## config.mk

```make
export PLATFORM = sky130hd
export DESIGN_NAME = cw_tone_keying_detector_top
export DESIGN_NICKNAME = d
export VERILOG_FILES = /design/src/hdl/cwtkd_pkg.sv /design/src/hdl/cwtkd_level_pipe.sv /design/src/hdl/cw_tone_keying_detector_top.sv
export SDC_FILE = /design/constraint.sdc
export NUM_CORES = 2
export LEC_CHECK = 0
export BUFFER_PORTS_ARGS = -buffer_cell sky130_fd_sc_hd__buf_2
export CAP_MARGIN = 20
export CORE_ASPECT_RATIO = 0.5
export CORE_MARGIN = 3
export CORE_UTILIZATION = 60
export DETAILED_ROUTE_END_ITERATION = 16
export PLACE_DENSITY_LB_ADDON = 0.15
export SYNTH_ARGS = -nofsm -noshare
export SYNTH_HDL_FRONTEND = slang
export SYNTH_HIERARCHICAL = 1
export SYNTH_SLANG_ARGS = --single-unit
export TNS_END_PERCENT = 10
```

## constraint.sdc

```tcl
create_clock -name aclk -period 13.06 [get_ports aclk]
set_input_delay 2.612 -clock aclk [delete_from_list [all_inputs] [get_ports aclk]]
set_output_delay 2.612 -clock aclk [all_outputs]
set_load 0.01 [all_outputs]
```

## src/hdl/cwtkd_pkg.sv

```systemverilog
// shared constants, types and register codes of the cw tone keying detector
package cwtkd_pkg;

    localparam int EXTRA_FRACTION = 16;
    localparam int COUNT_WIDTH    = 16;
    localparam int FRAC_BITS      = 8 + EXTRA_FRACTION;

    // level input widened to the internal fraction, and the working width of sums
    localparam int LEVEL_W = 16 + EXTRA_FRACTION;
    localparam int ACC_W   = ((LEVEL_W > 32) ? LEVEL_W : 32) + 3;

    localparam int MARGIN_W  = 15;
    localparam int ELAPSED_W = 16;
    localparam int CFG_IDX_W = 2;

    typedef enum logic [CFG_IDX_W-1:0] {
        REG_ENABLE     = 2'd0,
        REG_SNR_MARGIN = 2'd1,
        REG_HYSTERESIS = 2'd2
    } cwtkd_reg_t;

    localparam logic [MARGIN_W-1:0] SNR_MARGIN_RESET = 15'd2560;
    localparam logic [MARGIN_W-1:0] HYSTERESIS_RESET = 15'd768;

    typedef struct packed {
        logic [MARGIN_W-1:0] snr_margin;
        logic [MARGIN_W-1:0] hysteresis;
    } cwtkd_cfg_t;

    // whole dB value in the internal fixed point, clamped to 32 bits
    function automatic logic signed [31:0] db_const(input longint db);
        longint v;
        v = db * (longint'(1) << FRAC_BITS);
        if (v > longint'(32'sh7fffffff)) begin
            return 32'sh7fffffff;
        end else if (v < -longint'(64'h80000000)) begin
            return 32'sh80000000;
        end
        return 32'(v);
    endfunction

    localparam logic signed [31:0] SIG_AVG_RESET   = db_const(-121);
    localparam logic signed [31:0] NOISE_AVG_RESET = db_const(-73);
    localparam logic signed [31:0] BOUND_RESET     = db_const(50);

endpackage

```

## src/hdl/cwtkd_level_pipe.sv

```systemverilog
// level averaging, bound tracking and keying decision pipeline
module cwtkd_level_pipe
    import cwtkd_pkg::*;
(
    input  logic                        aclk,
    input  logic                        aresetn,
    input  cwtkd_cfg_t                  cfg,
    input  logic                        in_valid,
    output logic                        in_ready,
    input  logic signed [15:0]          in_signal,
    input  logic signed [15:0]          in_noise,
    input  logic [ELAPSED_W-1:0]        in_elapsed,
    output logic                        out_valid,
    input  logic                        out_ready,
    output logic                        out_key_on,
    output logic [ELAPSED_W-1:0]        out_elapsed
);

    localparam int PROD_W = ACC_W + 13;
    localparam logic signed [12:0] COEF_FAST = 13'sd3277;
    localparam logic signed [12:0] COEF_SLOW = 13'sd66;
    localparam int COEF_SHIFT = 16;

    function automatic logic signed [31:0] sat32(input logic signed [ACC_W-1:0] v);
        if ((&v[ACC_W-1:31]) || !(|v[ACC_W-1:31])) begin
            return v[31:0];
        end
        return v[ACC_W-1] ? 32'sh80000000 : 32'sh7fffffff;
    endfunction

    // cur + floor((target - cur) * coef / 2^16), saturated
    function automatic logic signed [31:0] track(
        input logic signed [31:0]      cur,
        input logic signed [ACC_W-1:0] target,
        input logic                    fast
    );
        logic signed [ACC_W-1:0]  delta;
        logic signed [PROD_W-1:0] prod;
        logic signed [PROD_W-1:0] coef;
        logic signed [PROD_W-1:0] shifted;
        delta   = target - ACC_W'(cur);
        coef    = PROD_W'(fast ? COEF_FAST : COEF_SLOW);
        prod    = PROD_W'(delta) * coef;
        shifted = prod >>> COEF_SHIFT;
        return sat32(ACC_W'(cur) + shifted[ACC_W-1:0]);
    endfunction

    // stage a: captured report
    logic                 a_valid_reg, a_valid_next;
    logic signed [15:0]   a_signal_reg;
    logic signed [15:0]   a_noise_reg;
    logic [ELAPSED_W-1:0] a_elapsed_reg;

    // stage b: averages
    logic                 b_valid_reg, b_valid_next;
    logic [ELAPSED_W-1:0] b_elapsed_reg;
    logic signed [31:0]   sig_avg_reg, sig_avg_next;
    logic signed [31:0]   noise_avg_reg, noise_avg_next;

    // stage c: bounds
    logic                    c_valid_reg, c_valid_next;
    logic [ELAPSED_W-1:0]    c_elapsed_reg;
    logic signed [ACC_W-1:0] c_aligned_reg, c_aligned_next;
    logic signed [31:0]      low_reg, low_next;
    logic signed [31:0]      high_reg, high_next;

    // stage d: key state, also the result register
    logic                 d_valid_reg, d_valid_next;
    logic [ELAPSED_W-1:0] d_elapsed_reg;
    logic                 tone_reg, tone_next;

    logic a_ready, b_ready, c_ready, d_ready;
    logic a_load, b_load, c_load, d_load;

    logic signed [ACC_W-1:0] sig_in_ext, sig_delta, sig_sum;
    logic signed [ACC_W-1:0] noise_in_ext;
    logic signed [ACC_W-1:0] low_ext, high_ext, mid, on_th, on_margin, off_th;

    assign d_ready = !d_valid_reg || out_ready;
    assign c_ready = !c_valid_reg || d_ready;
    assign b_ready = !b_valid_reg || c_ready;
    assign a_ready = !a_valid_reg || b_ready;

    assign a_load = in_valid && a_ready;
    assign b_load = a_valid_reg && b_ready;
    assign c_load = b_valid_reg && c_ready;
    assign d_load = c_valid_reg && d_ready;

    assign in_ready = a_ready;

    always_comb begin
        a_valid_next = a_load ? 1'b1 : (b_load ? 1'b0 : a_valid_reg);
        b_valid_next = b_load ? 1'b1 : (c_load ? 1'b0 : b_valid_reg);
        c_valid_next = c_load ? 1'b1 : (d_load ? 1'b0 : c_valid_reg);
        d_valid_next = d_load ? 1'b1 : ((d_valid_reg && out_ready) ? 1'b0 : d_valid_reg);
    end

    // averages from the stage a report
    always_comb begin
        sig_in_ext     = ACC_W'(a_signal_reg) <<< EXTRA_FRACTION;
        noise_in_ext   = ACC_W'(a_noise_reg) <<< EXTRA_FRACTION;
        sig_delta      = sig_in_ext - ACC_W'(sig_avg_reg);
        sig_sum        = ACC_W'(sig_avg_reg) + (sig_delta >>> 1);
        sig_avg_next   = sat32(sig_sum);
        noise_avg_next = track(noise_avg_reg, noise_in_ext, 1'b1);
    end

    // bounds move fast toward a new extreme
    always_comb begin
        c_aligned_next = ACC_W'(sig_avg_reg) - ACC_W'(noise_avg_reg);
        low_next  = track(low_reg, c_aligned_next, ACC_W'(low_reg) > c_aligned_next);
        high_next = track(high_reg, c_aligned_next, ACC_W'(high_reg) < c_aligned_next);
    end

    // thresholds and hysteresis
    always_comb begin
        low_ext   = ACC_W'(low_reg);
        high_ext  = ACC_W'(high_reg);
        on_margin = low_ext + (signed'(ACC_W'(cfg.snr_margin)) <<< EXTRA_FRACTION);
        mid       = (low_ext + high_ext) >>> 1;
        on_th     = (mid > on_margin) ? mid : on_margin;
        off_th    = on_th - (signed'(ACC_W'(cfg.hysteresis)) <<< EXTRA_FRACTION);
        if (tone_reg) begin
            tone_next = !(c_aligned_reg < off_th);
        end else begin
            tone_next = c_aligned_reg > on_th;
        end
    end

    always_ff @(posedge aclk) begin
        if (!aresetn) begin
            a_valid_reg   <= 1'b0;
            b_valid_reg   <= 1'b0;
            c_valid_reg   <= 1'b0;
            d_valid_reg   <= 1'b0;
            sig_avg_reg   <= SIG_AVG_RESET;
            noise_avg_reg <= NOISE_AVG_RESET;
            low_reg       <= BOUND_RESET;
            high_reg      <= BOUND_RESET;
            tone_reg      <= 1'b0;
        end else begin
            a_valid_reg <= a_valid_next;
            b_valid_reg <= b_valid_next;
            c_valid_reg <= c_valid_next;
            d_valid_reg <= d_valid_next;
            if (b_load) begin
                sig_avg_reg   <= sig_avg_next;
                noise_avg_reg <= noise_avg_next;
            end
            if (c_load) begin
                low_reg  <= low_next;
                high_reg <= high_next;
            end
            if (d_load) begin
                tone_reg <= tone_next;
            end
        end
    end

    always_ff @(posedge aclk) begin
        if (a_load) begin
            a_signal_reg  <= in_signal;
            a_noise_reg   <= in_noise;
            a_elapsed_reg <= in_elapsed;
        end
        if (b_load) begin
            b_elapsed_reg <= a_elapsed_reg;
        end
        if (c_load) begin
            c_elapsed_reg <= b_elapsed_reg;
            c_aligned_reg <= c_aligned_next;
        end
        if (d_load) begin
            d_elapsed_reg <= c_elapsed_reg;
        end
    end

    assign out_valid   = d_valid_reg;
    assign out_key_on  = tone_reg;
    assign out_elapsed = d_elapsed_reg;

endmodule

```

## src/hdl/cw_tone_keying_detector_top.sv

```systemverilog
// top level of the cw tone keying detector
//
// s_ channel: one beat per audio sample. s_tlast marks a sample that closes
// a level report; s_tdata carries the signal and noise levels (signed Q8.8 dB).
// m_ channel: one beat per report, with the key state and the number of
// samples seen since the previous report (saturating at 65535).
// cfg_ channel: register writes, always ready; index 0 enable, 1 snr margin,
// 2 hysteresis. Write only while no report is in flight.
// Throughput: one sample per cycle, back to back, reports included, while m_tready
// keeps the pipeline from filling. A report passes the capture register, then the
// averages, the bounds and the key decision stages, the last stage being the
// output register that drives m_tvalid.
// Non-report samples only advance the sample counter and give no beat.
// With enable low every beat is taken and dropped, with no state change.
// When m_tready is low, results queue in the four pipeline stages; s_tready
// drops only once all of them are full.
// Reset: averages at -121 and -73 dB, bounds at 50 dB, key off, counter
// zero, enable on, margin 10 dB, hysteresis 3 dB.
module cw_tone_keying_detector_top
    import cwtkd_pkg::*;
(
    input  logic                 aclk,
    input  logic                 aresetn,
    input  logic                 s_tvalid,
    output logic                 s_tready,
    input  logic [31:0]          s_tdata,   // signal_level [15:0], noise_level [31:16]
    input  logic                 s_tlast,   // report
    output logic                 m_tvalid,
    input  logic                 m_tready,
    output logic [23:0]          m_tdata,   // key_on [0], elapsed_samples [16:1], zero [23:17]
    input  logic                 cfg_valid,
    output logic                 cfg_ready,
    input  logic [CFG_IDX_W-1:0] cfg_index,
    input  logic [MARGIN_W-1:0]  cfg_data
);

    localparam logic [COUNT_WIDTH-1:0] CNT_MAX = '1;

    logic                   enable_reg;
    cwtkd_cfg_t             cfg_reg;
    logic [COUNT_WIDTH-1:0] count_reg, count_next;
    logic [ELAPSED_W-1:0]   elapsed;
    logic                   pipe_in_ready;
    logic                   pipe_in_valid;
    logic                   take;
    logic                   key_on;
    logic [ELAPSED_W-1:0]   out_elapsed;
    logic [COUNT_WIDTH+ELAPSED_W-1:0] count_wide;

    assign cfg_ready = 1'b1;
    assign s_tready  = !enable_reg || pipe_in_ready;
    assign take      = s_tvalid && s_tready && enable_reg;
    assign pipe_in_valid = take && s_tlast;

    always_comb begin
        count_wide = (COUNT_WIDTH + ELAPSED_W)'(count_reg);
        if (count_wide > (COUNT_WIDTH + ELAPSED_W)'({ELAPSED_W{1'b1}})) begin
            elapsed = '1;
        end else begin
            elapsed = count_wide[ELAPSED_W-1:0];
        end
        // count the report sample itself after emitting
        if (s_tlast) begin
            count_next = COUNT_WIDTH'(1);
        end else if (count_reg == CNT_MAX) begin
            count_next = count_reg;
        end else begin
            count_next = count_reg + COUNT_WIDTH'(1);
        end
    end

    always_ff @(posedge aclk) begin
        if (!aresetn) begin
            enable_reg         <= 1'b1;
            cfg_reg.snr_margin <= SNR_MARGIN_RESET;
            cfg_reg.hysteresis <= HYSTERESIS_RESET;
            count_reg          <= '0;
        end else begin
            if (cfg_valid) begin
                unique case (cfg_index)
                    REG_ENABLE:     enable_reg         <= cfg_data[0];
                    REG_SNR_MARGIN: cfg_reg.snr_margin <= cfg_data;
                    REG_HYSTERESIS: cfg_reg.hysteresis <= cfg_data;
                    default: ;
                endcase
            end
            if (take) begin
                count_reg <= count_next;
            end
        end
    end

    cwtkd_level_pipe u_level_pipe (
        .aclk        (aclk),
        .aresetn     (aresetn),
        .cfg         (cfg_reg),
        .in_valid    (pipe_in_valid),
        .in_ready    (pipe_in_ready),
        .in_signal   (signed'(s_tdata[15:0])),
        .in_noise    (signed'(s_tdata[31:16])),
        .in_elapsed  (elapsed),
        .out_valid   (m_tvalid),
        .out_ready   (m_tready),
        .out_key_on  (key_on),
        .out_elapsed (out_elapsed)
    );

    assign m_tdata = {7'b0, out_elapsed, key_on};

    // a report restarts the count at one
    a_report_restart: assert property (@(posedge aclk) disable iff (!aresetn)
        (take && s_tlast) |=> (count_reg == COUNT_WIDTH'(1)))
        else $error("sample count not restarted by report");

    // the counter sticks at its maximum
    a_count_saturates: assert property (@(posedge aclk) disable iff (!aresetn)
        (take && !s_tlast && count_reg == CNT_MAX) |=> (count_reg == CNT_MAX))
        else $error("sample count wrapped");

    // while disabled nothing is counted
    a_disabled_idle: assert property (@(posedge aclk) disable iff (!aresetn)
        (!enable_reg && !cfg_valid) |=> $stable(count_reg))
        else $error("counter moved while disabled");

endmodule

```

# After elaboration in Yosys (flattened, before gate mapping)
# Cells that the tools add are included.
totals:
  out_inout_bits: 27
  register_bits: 309
op_classes:
  mux: 30
  n_eq_ne: 4
  n_lt_le_gt_ge: 5
  n_mul: 3
  addsub: 13
  n_reduce_logical: 44
ops:
  columns: ["cell", "count"]
  rows:
  - ["$mux W32", 12]
  - ["$add A32 B32 Y33", 6]
  - ["$sub A32 B32 Y33", 3]
  - ["$mul A35 B13 Y48", 2]
  - ["$sub A33 B32 Y34", 2]
  - ["$gt A32 B33 Y1", 2]
  - ["$mul A33 B13 Y46 const B", 1]
  - ["$gt A33 B35 Y1", 1]
  - ["$lt A33 B35 Y1", 1]
  - ["$mux W35", 1]
  - ["$sub A35 B32 Y35", 1]
  - ["$lt A32 B33 Y1", 1]
  - ["$mux W16", 2]
  - ["$mux W12", 2]
  - ["$add A16 B1 Y16 const B", 1]
  - ["$eq A16 B16 Y1 const B", 1]
  - ["$reduce_and A4 Y1", 4]
  - ["$reduce_or A4 Y1", 4]
  - ["$mux W1", 13]
  - ["$logic_not A1 Y1", 10]
  - ["$logic_or A1 B1 Y1", 9]
  - ["$logic_and A1 B1 Y1", 8]
  - ["$reduce_and A2 Y1", 4]
  - ["$reduce_bool A2 Y1", 4]
  - ["other kinds (4)", 4]

# Depth between registers and ports, before layout
logic_depth:
  word_depth: 11
  ltp_mapped: 66
  depth_no_buf: 62

# Cells and area by module
# The synthesis kept the hierarchy.
modules_own_cells:
  columns: ["mod", "cells_each", "seq_area_each_um2", "area_per_inst_um2", "instances"]
  rows:
  - ["cwtkd_level_pipe", 6206, 6536.3, 52167.5, 1]
  - ["cw_tone_keying_detector_top", 262, 940.9, 2139.6, 1]

# Worst setup path before layout
# No wires, ideal clock.
synth_path:
  path_kind: "register to register"
  start: "reg u_level_pipe.noise_avg_reg[0]"
  end: "reg u_level_pipe.low_reg[2]"
  path_buffers: 4
  arrival_ns: 13.919
  slack_ns: -0.945
  setup_ns: 0.086
  synth_period_minus_slack_ns: 14.005
  path_stages_with_launch: 59
  cell_sequence: "dfxtp_1 ha_1 inv_1 fa_1 a21o_1 a21oi_1 o21bai_1 a21oi_1 o21ai_0 and2_1 a221o_1 a21o_1 a21oi_1 xnor2_1 ha_1 nand3_1 or3_1 o31ai_1 [... 23 more ...] a21o_1 a31o_2 a31oi_1 o31ai_1 or4_1 and2_1 xor2_1 ha_1 inv_1 nor2_1 o21ai_0 and3_1 and3_1 or4b_2 o311ai_1 buf_2 a21oi_1 a211oi_1"
synth_between:
  elab_chain_cells: 10
  word_cells_on_any_way: 14
synth_rtl:
  columns: ["element", "line_no", "text"]
  rows:
  - ["from (decl)", "cwtkd_level_pipe.sv:58", "logic signed [31:0] noise_avg_reg, noise_avg_next;"]
  - ["from (signal assigned)", "cwtkd_level_pipe.sv:148", "noise_avg_reg <= noise_avg_next;"]
  - ["$sub A32 B32 Y33 *", "cwtkd_level_pipe.sv:110", "c_aligned_next = ACC_W'(sig_avg_reg) - ACC_W'(noise_avg_reg);"]
  - ["via u_level_pipe.c_aligned_next[14]", "cwtkd_level_pipe.sv:63", "logic signed [ACC_W-1:0] c_aligned_reg, c_aligned_next;"]
  - ["$gt A32 B33 Y1", "cwtkd_level_pipe.sv:111", "low_next = track(low_reg, c_aligned_next, ACC_W'(low_reg) > c_aligned_next);"]
  - ["$mux W12", "cwtkd_level_pipe.sv:42", "coef = PROD_W'(fast ? COEF_FAST : COEF_SLOW);"]
  - ["$mul A35 B13 Y48 *", "cwtkd_level_pipe.sv:43", "prod = PROD_W'(delta) * coef;"]
  - ["$add A32 B32 Y33 *", "cwtkd_level_pipe.sv:45", "return sat32(ACC_W'(cur) + shifted[ACC_W-1:0]);"]
  - ["$reduce_or A4 Y1", "cwtkd_level_pipe.sv:25", "if ((&v[ACC_W-1:31]) || !(|v[ACC_W-1:31])) begin"]
  - ["$logic_not A1 Y1", "cwtkd_level_pipe.sv:25", null]
  - ["$logic_or A1 B1 Y1", "cwtkd_level_pipe.sv:25", null]
  - ["$mux W1", "cwtkd_level_pipe.sv:25", null]
  - ["$mux W32 *", "cwtkd_level_pipe.sv:28", "return v[ACC_W-1] ? 32'sh80000000 : 32'sh7fffffff;"]
  - ["to (signal assigned)", "cwtkd_level_pipe.sv:151", "low_reg <= low_next;"]
  - ["to (decl)", "cwtkd_level_pipe.sv:64", "logic signed [31:0] low_reg, low_next;"]
# Mark *: on every way through the listed nets, which the timed path passes. The rest lies on a longest branch. The select of a mux whose other input is x is not followed.
# A chain may end at the register's enable or synchronous reset.

# Worst setup path after layout
layout_path:
  start: "reg u_level_pipe.sig_avg_reg[0]"
  end: "reg u_level_pipe.low_reg[22]"
layout_between:
  elab_chain_cells: 10
  word_cells_on_any_way: 14
layout_rtl:
  columns: ["element", "line_no", "text"]
  rows:
  - ["from (decl)", "cwtkd_level_pipe.sv:57", "logic signed [31:0] sig_avg_reg, sig_avg_next;"]
  - ["from (signal assigned)", "cwtkd_level_pipe.sv:147", "sig_avg_reg <= sig_avg_next;"]
  - ["$sub A32 B32 Y33 *", "cwtkd_level_pipe.sv:110", null]
  - ["via u_level_pipe.c_aligned_next[30]", "cwtkd_level_pipe.sv:63", null]
  - ["$gt A32 B33 Y1", "cwtkd_level_pipe.sv:111", null]
  - ["$mux W12", "cwtkd_level_pipe.sv:42", null]
  - ["$mul A35 B13 Y48 *", "cwtkd_level_pipe.sv:43", null]
  - ["$add A32 B32 Y33 *", "cwtkd_level_pipe.sv:45", null]
  - ["$reduce_or A4 Y1", "cwtkd_level_pipe.sv:25", null]
  - ["$logic_not A1 Y1", "cwtkd_level_pipe.sv:25", null]
  - ["$logic_or A1 B1 Y1", "cwtkd_level_pipe.sv:25", null]
  - ["$mux W1", "cwtkd_level_pipe.sv:25", null]
  - ["$mux W32 *", "cwtkd_level_pipe.sv:28", null]
# Marks and branches as above.

==> metrics.md <==
| Metric | Value |
|---|---|
| Crit path buf inv count | `13` |
| GRT overflow | `0` |
| Placed cell areas | `between 50,000 and 60,000 µm²` |
| Clk slew on worst S/H paths | `roughly 0.070 ns` |
| Final WS setup | `roughly 0.075 ns` |
| Worst Path Class, Setup | `reg2reg` |
| Pin count of the biggest net entering global routing | `between 90 and 100` |
| Die Y-Extent | `between 200 and 250 µm` |
| CP max FO | `13` |
| Worst path required time | `~14 ns` |
| Startpoint class of the critical path | `register` |
| Initial core utilization | `0.610` |
| Commonest non-fill, non-tap cell in the layout | `inv_1` |
| Slowest stage delay, CP | `roughly 0.55 ns` |
| Crit path time final | `12.99 ns` |
| GPL Wtd Cong | `0.949` |
| Run status | `complete, no violations` |
| Die W | `approximately 430 µm` |
| R2r startpoint | `u_level_pipe/sig_avg_reg[0]$_SDFFE_PN0P_` |
| Period utilisation layout | `0.994` |
| Slowest-stage cell, CP | `or4_4` |
| Clock Sinks | `309` |
| CP endpoint kind | `register` |
| WP depth | `between 50 and 60` |
| Worst path most repeated cell | `buf_4` |
| Worst Tran Pin Value | `~1.2 ns` |
| Ratio of cells with drive above 1 in the final layout | `0.143` |
| Initial antenna violation count | `3` |
| GRT Overall Usage | `0.310` |
| Reg2reg end | `u_level_pipe/low_reg[22]$_SDFFE_PN0P_` |
| CTS tree | `yes` |
| Most frequent cells in the layout | `1,237 x inv_1, 739 x ha_1, 505 x fa_1` |
| DR vias/cell | `between 5 and 6` |
| Worst Skew | `between 0.02 and 0.03 ns` |
| RSZ-0062 raised after global routing | `true` |
| Area leader, netlist | `fa_1` |
| Mapped Cells | `6,468` |
| Most used DFF post-synth | `dfxtp_1` |
| Nets | `between 8,000 and 9,000` |
| MaxCap Viol Count | `0` |
| Synth Register Bits | `309` |
| H-tree depth | `2` |
| Post-route ant nets | `0` |
| Max Buffers Root-to-Sink | `3` |
| Routed length per instance | `18.6 µm` |
| Crit path DAT | `13.45 ns` |
| Finished Core Util | `0.701` |
| Synth top area cells | `fa_1 19%, ha_1 18%, inv_1 8.8%, edfxtp_1 7.1%, dfxtp_1 6.6%` |
| Core area | `around 90,000 µm²` |
| HP Class | `reg2reg` |
| Place WS | `-0.542 ns` |
| Sequential area share after synthesis | `0.138` |
| Die ar. | `94,400 µm²` |
| Max FFs per register | `33` |
| CP top delay family | `adder cells` |
| Clock buffer count from CTS | `34` |
| Worst relative slew slack | `0.208` |
| Max Freq | `about 77 MHz` |
| Netlist cell types | `106` |
| DR iter-0 viols | `roughly 3,700` |
| Ports | `roughly 80` |
| Synth async-reset ratio | `0` |
| Reg-to-reg setup timing slack | `around 0.075 ns` |
| Synth-to-Final Area Change | `15.0%` |
| Synth top area share | `0.188` |
| Drt pass-1 iters | `6` |
| Post-route DRC | `0` |
| Worst hold slack | `about 0.42 ns` |
| Post-Syn Area | `about 54,000 µm²` |
| Wirelength, routed | `152,000 µm` |
| R2R depth | `around 60` |
| Setup crit end | `u_level_pipe/low_reg[22]$_SDFFE_PN0P_` |
| Post-synth EDFFs | `129` |
| Dpl hpwl | `about 120,000 µm` |
| Final hold vios | `0` |
| Vias in the first global route | `around 46,000` |
| Worst skew pair latency | `between 0.5 and 0.6 ns` |
| Yosys warning count | `6` |
| Fin. max-slew vios | `0` |
| Post-synthesis average cell area | `between 8 and 9 µm²` |
| Root buffer cell | `clkbuf_16` |
| Design area | `~62,000 µm²` |
| Via Count | `47,300` |
| Setup-failing EPs final | `0` |
| Beginning of the critical path | `u_level_pipe/sig_avg_reg[0]$_SDFFE_PN0P_` |
| IO Port Bufs | `73` |
| # rows | `77` |
| First-pass GRT wire length | `237,000 µm` |
## layer usage
| layer | global-route usage | wire, µm | vias to the layer above |
|---|---|---|---|
| li1 | - | - | 22700 |
| met2 | 0.494 | 68700 | 1505 |
| met1 | 0.438 | 67600 | 22800 |
| met5 | 0 | 32 | - |
| met4 | 0.0728 | 3650 | 4 |
| met3 | 0.0576 | 11700 | 251 |
## through the flow
| step | std cells | setup TNS (ns) |
|---|---|---|
| after floorplan | 6481 | 0 |
| after global placement | 8045 | -7.14 |
| after detailed placement | 8045 | -17.58 |
| after CTS | 8114 | -0.00988 |
| after global routing | 8162 | -10.51 |
| final | 8164 | 0 |
## worst min-delay path by stage
stage | startpoint | to | cells after the start
floorplan | u_level_pipe/a_elapsed_reg[0]$_DFFE_PP_ | u_level_pipe/b_elapsed_reg[0]$_DFFE_PP_ | 0
global placement | u_level_pipe/a_elapsed_reg[5]$_DFFE_PP_ | u_level_pipe/b_elapsed_reg[5]$_DFFE_PP_ | 0
detailed placement | u_level_pipe/b_elapsed_reg[5]$_DFFE_PP_ | u_level_pipe/c_elapsed_reg[5]$_DFFE_PP_ | 0
CTS | u_level_pipe/a_elapsed_reg[8]$_DFFE_PP_ | u_level_pipe/b_elapsed_reg[8]$_DFFE_PP_ | 0
global route | u_level_pipe/a_elapsed_reg[8]$_DFFE_PP_ | u_level_pipe/b_elapsed_reg[8]$_DFFE_PP_ | 0
finish | u_level_pipe/b_elapsed_reg[6]$_DFFE_PP_ | u_level_pipe/c_elapsed_reg[6]$_DFFE_PP_ | 0
## timing repair
item                                    4_1_cts  5_1_grt
endpoints found under the setup margin       63       64
cloned                                        1        8
buffers inserted                              6       41
resized for setup                            50      247
pin swaps                                    16      139
hold buffers                                  0        0
## synthesized netlist by cell type, drive strengths merged (64+ instances only)
| library cell | number |
|---|---|
| dfxtp | 180 |
| a31oi | 64 |
| a21oi | 512 |
| o21ai | 312 |
| ha | 784 |
| xor2 | 155 |
| nor2 | 333 |
| nor3 | 98 |
| nand2 | 381 |
| nand2b | 69 |
| a21o | 219 |
| inv | 1280 |
| clkbuf | 111 |
| fa | 510 |
| edfxtp | 129 |
| xnor2 | 297 |
| nand3 | 116 |
## cell type report
type	instances	area, µm²
antenna	2	5.00
clock buffer	42	911
clock inverter	20	216
fill	7076	26600
inverter	1286	4840
multi-input combinational	4732	42900
sequential	309	7480
tap	1185	1480
timing repair buffer	588	4610
## cell families (layout without fill, tap and decap cells)
kind of cell	Yosys count	in the layout	share of synthesized area
xor+xnor	453	453	0.0737
simple gates	1313	1313	0.116
other cells	4	19	0.000276
flops	309	309	0.138
buf+inv	1440	1936	0.101
fa+ha+maj	1357	1357	0.381
mux	48	48	0.00915
compound gates	1544	1544	0.181
Power is not shown: default switching activity piles up to over one toggle a cycle in this logic, so the estimate is an artifact.
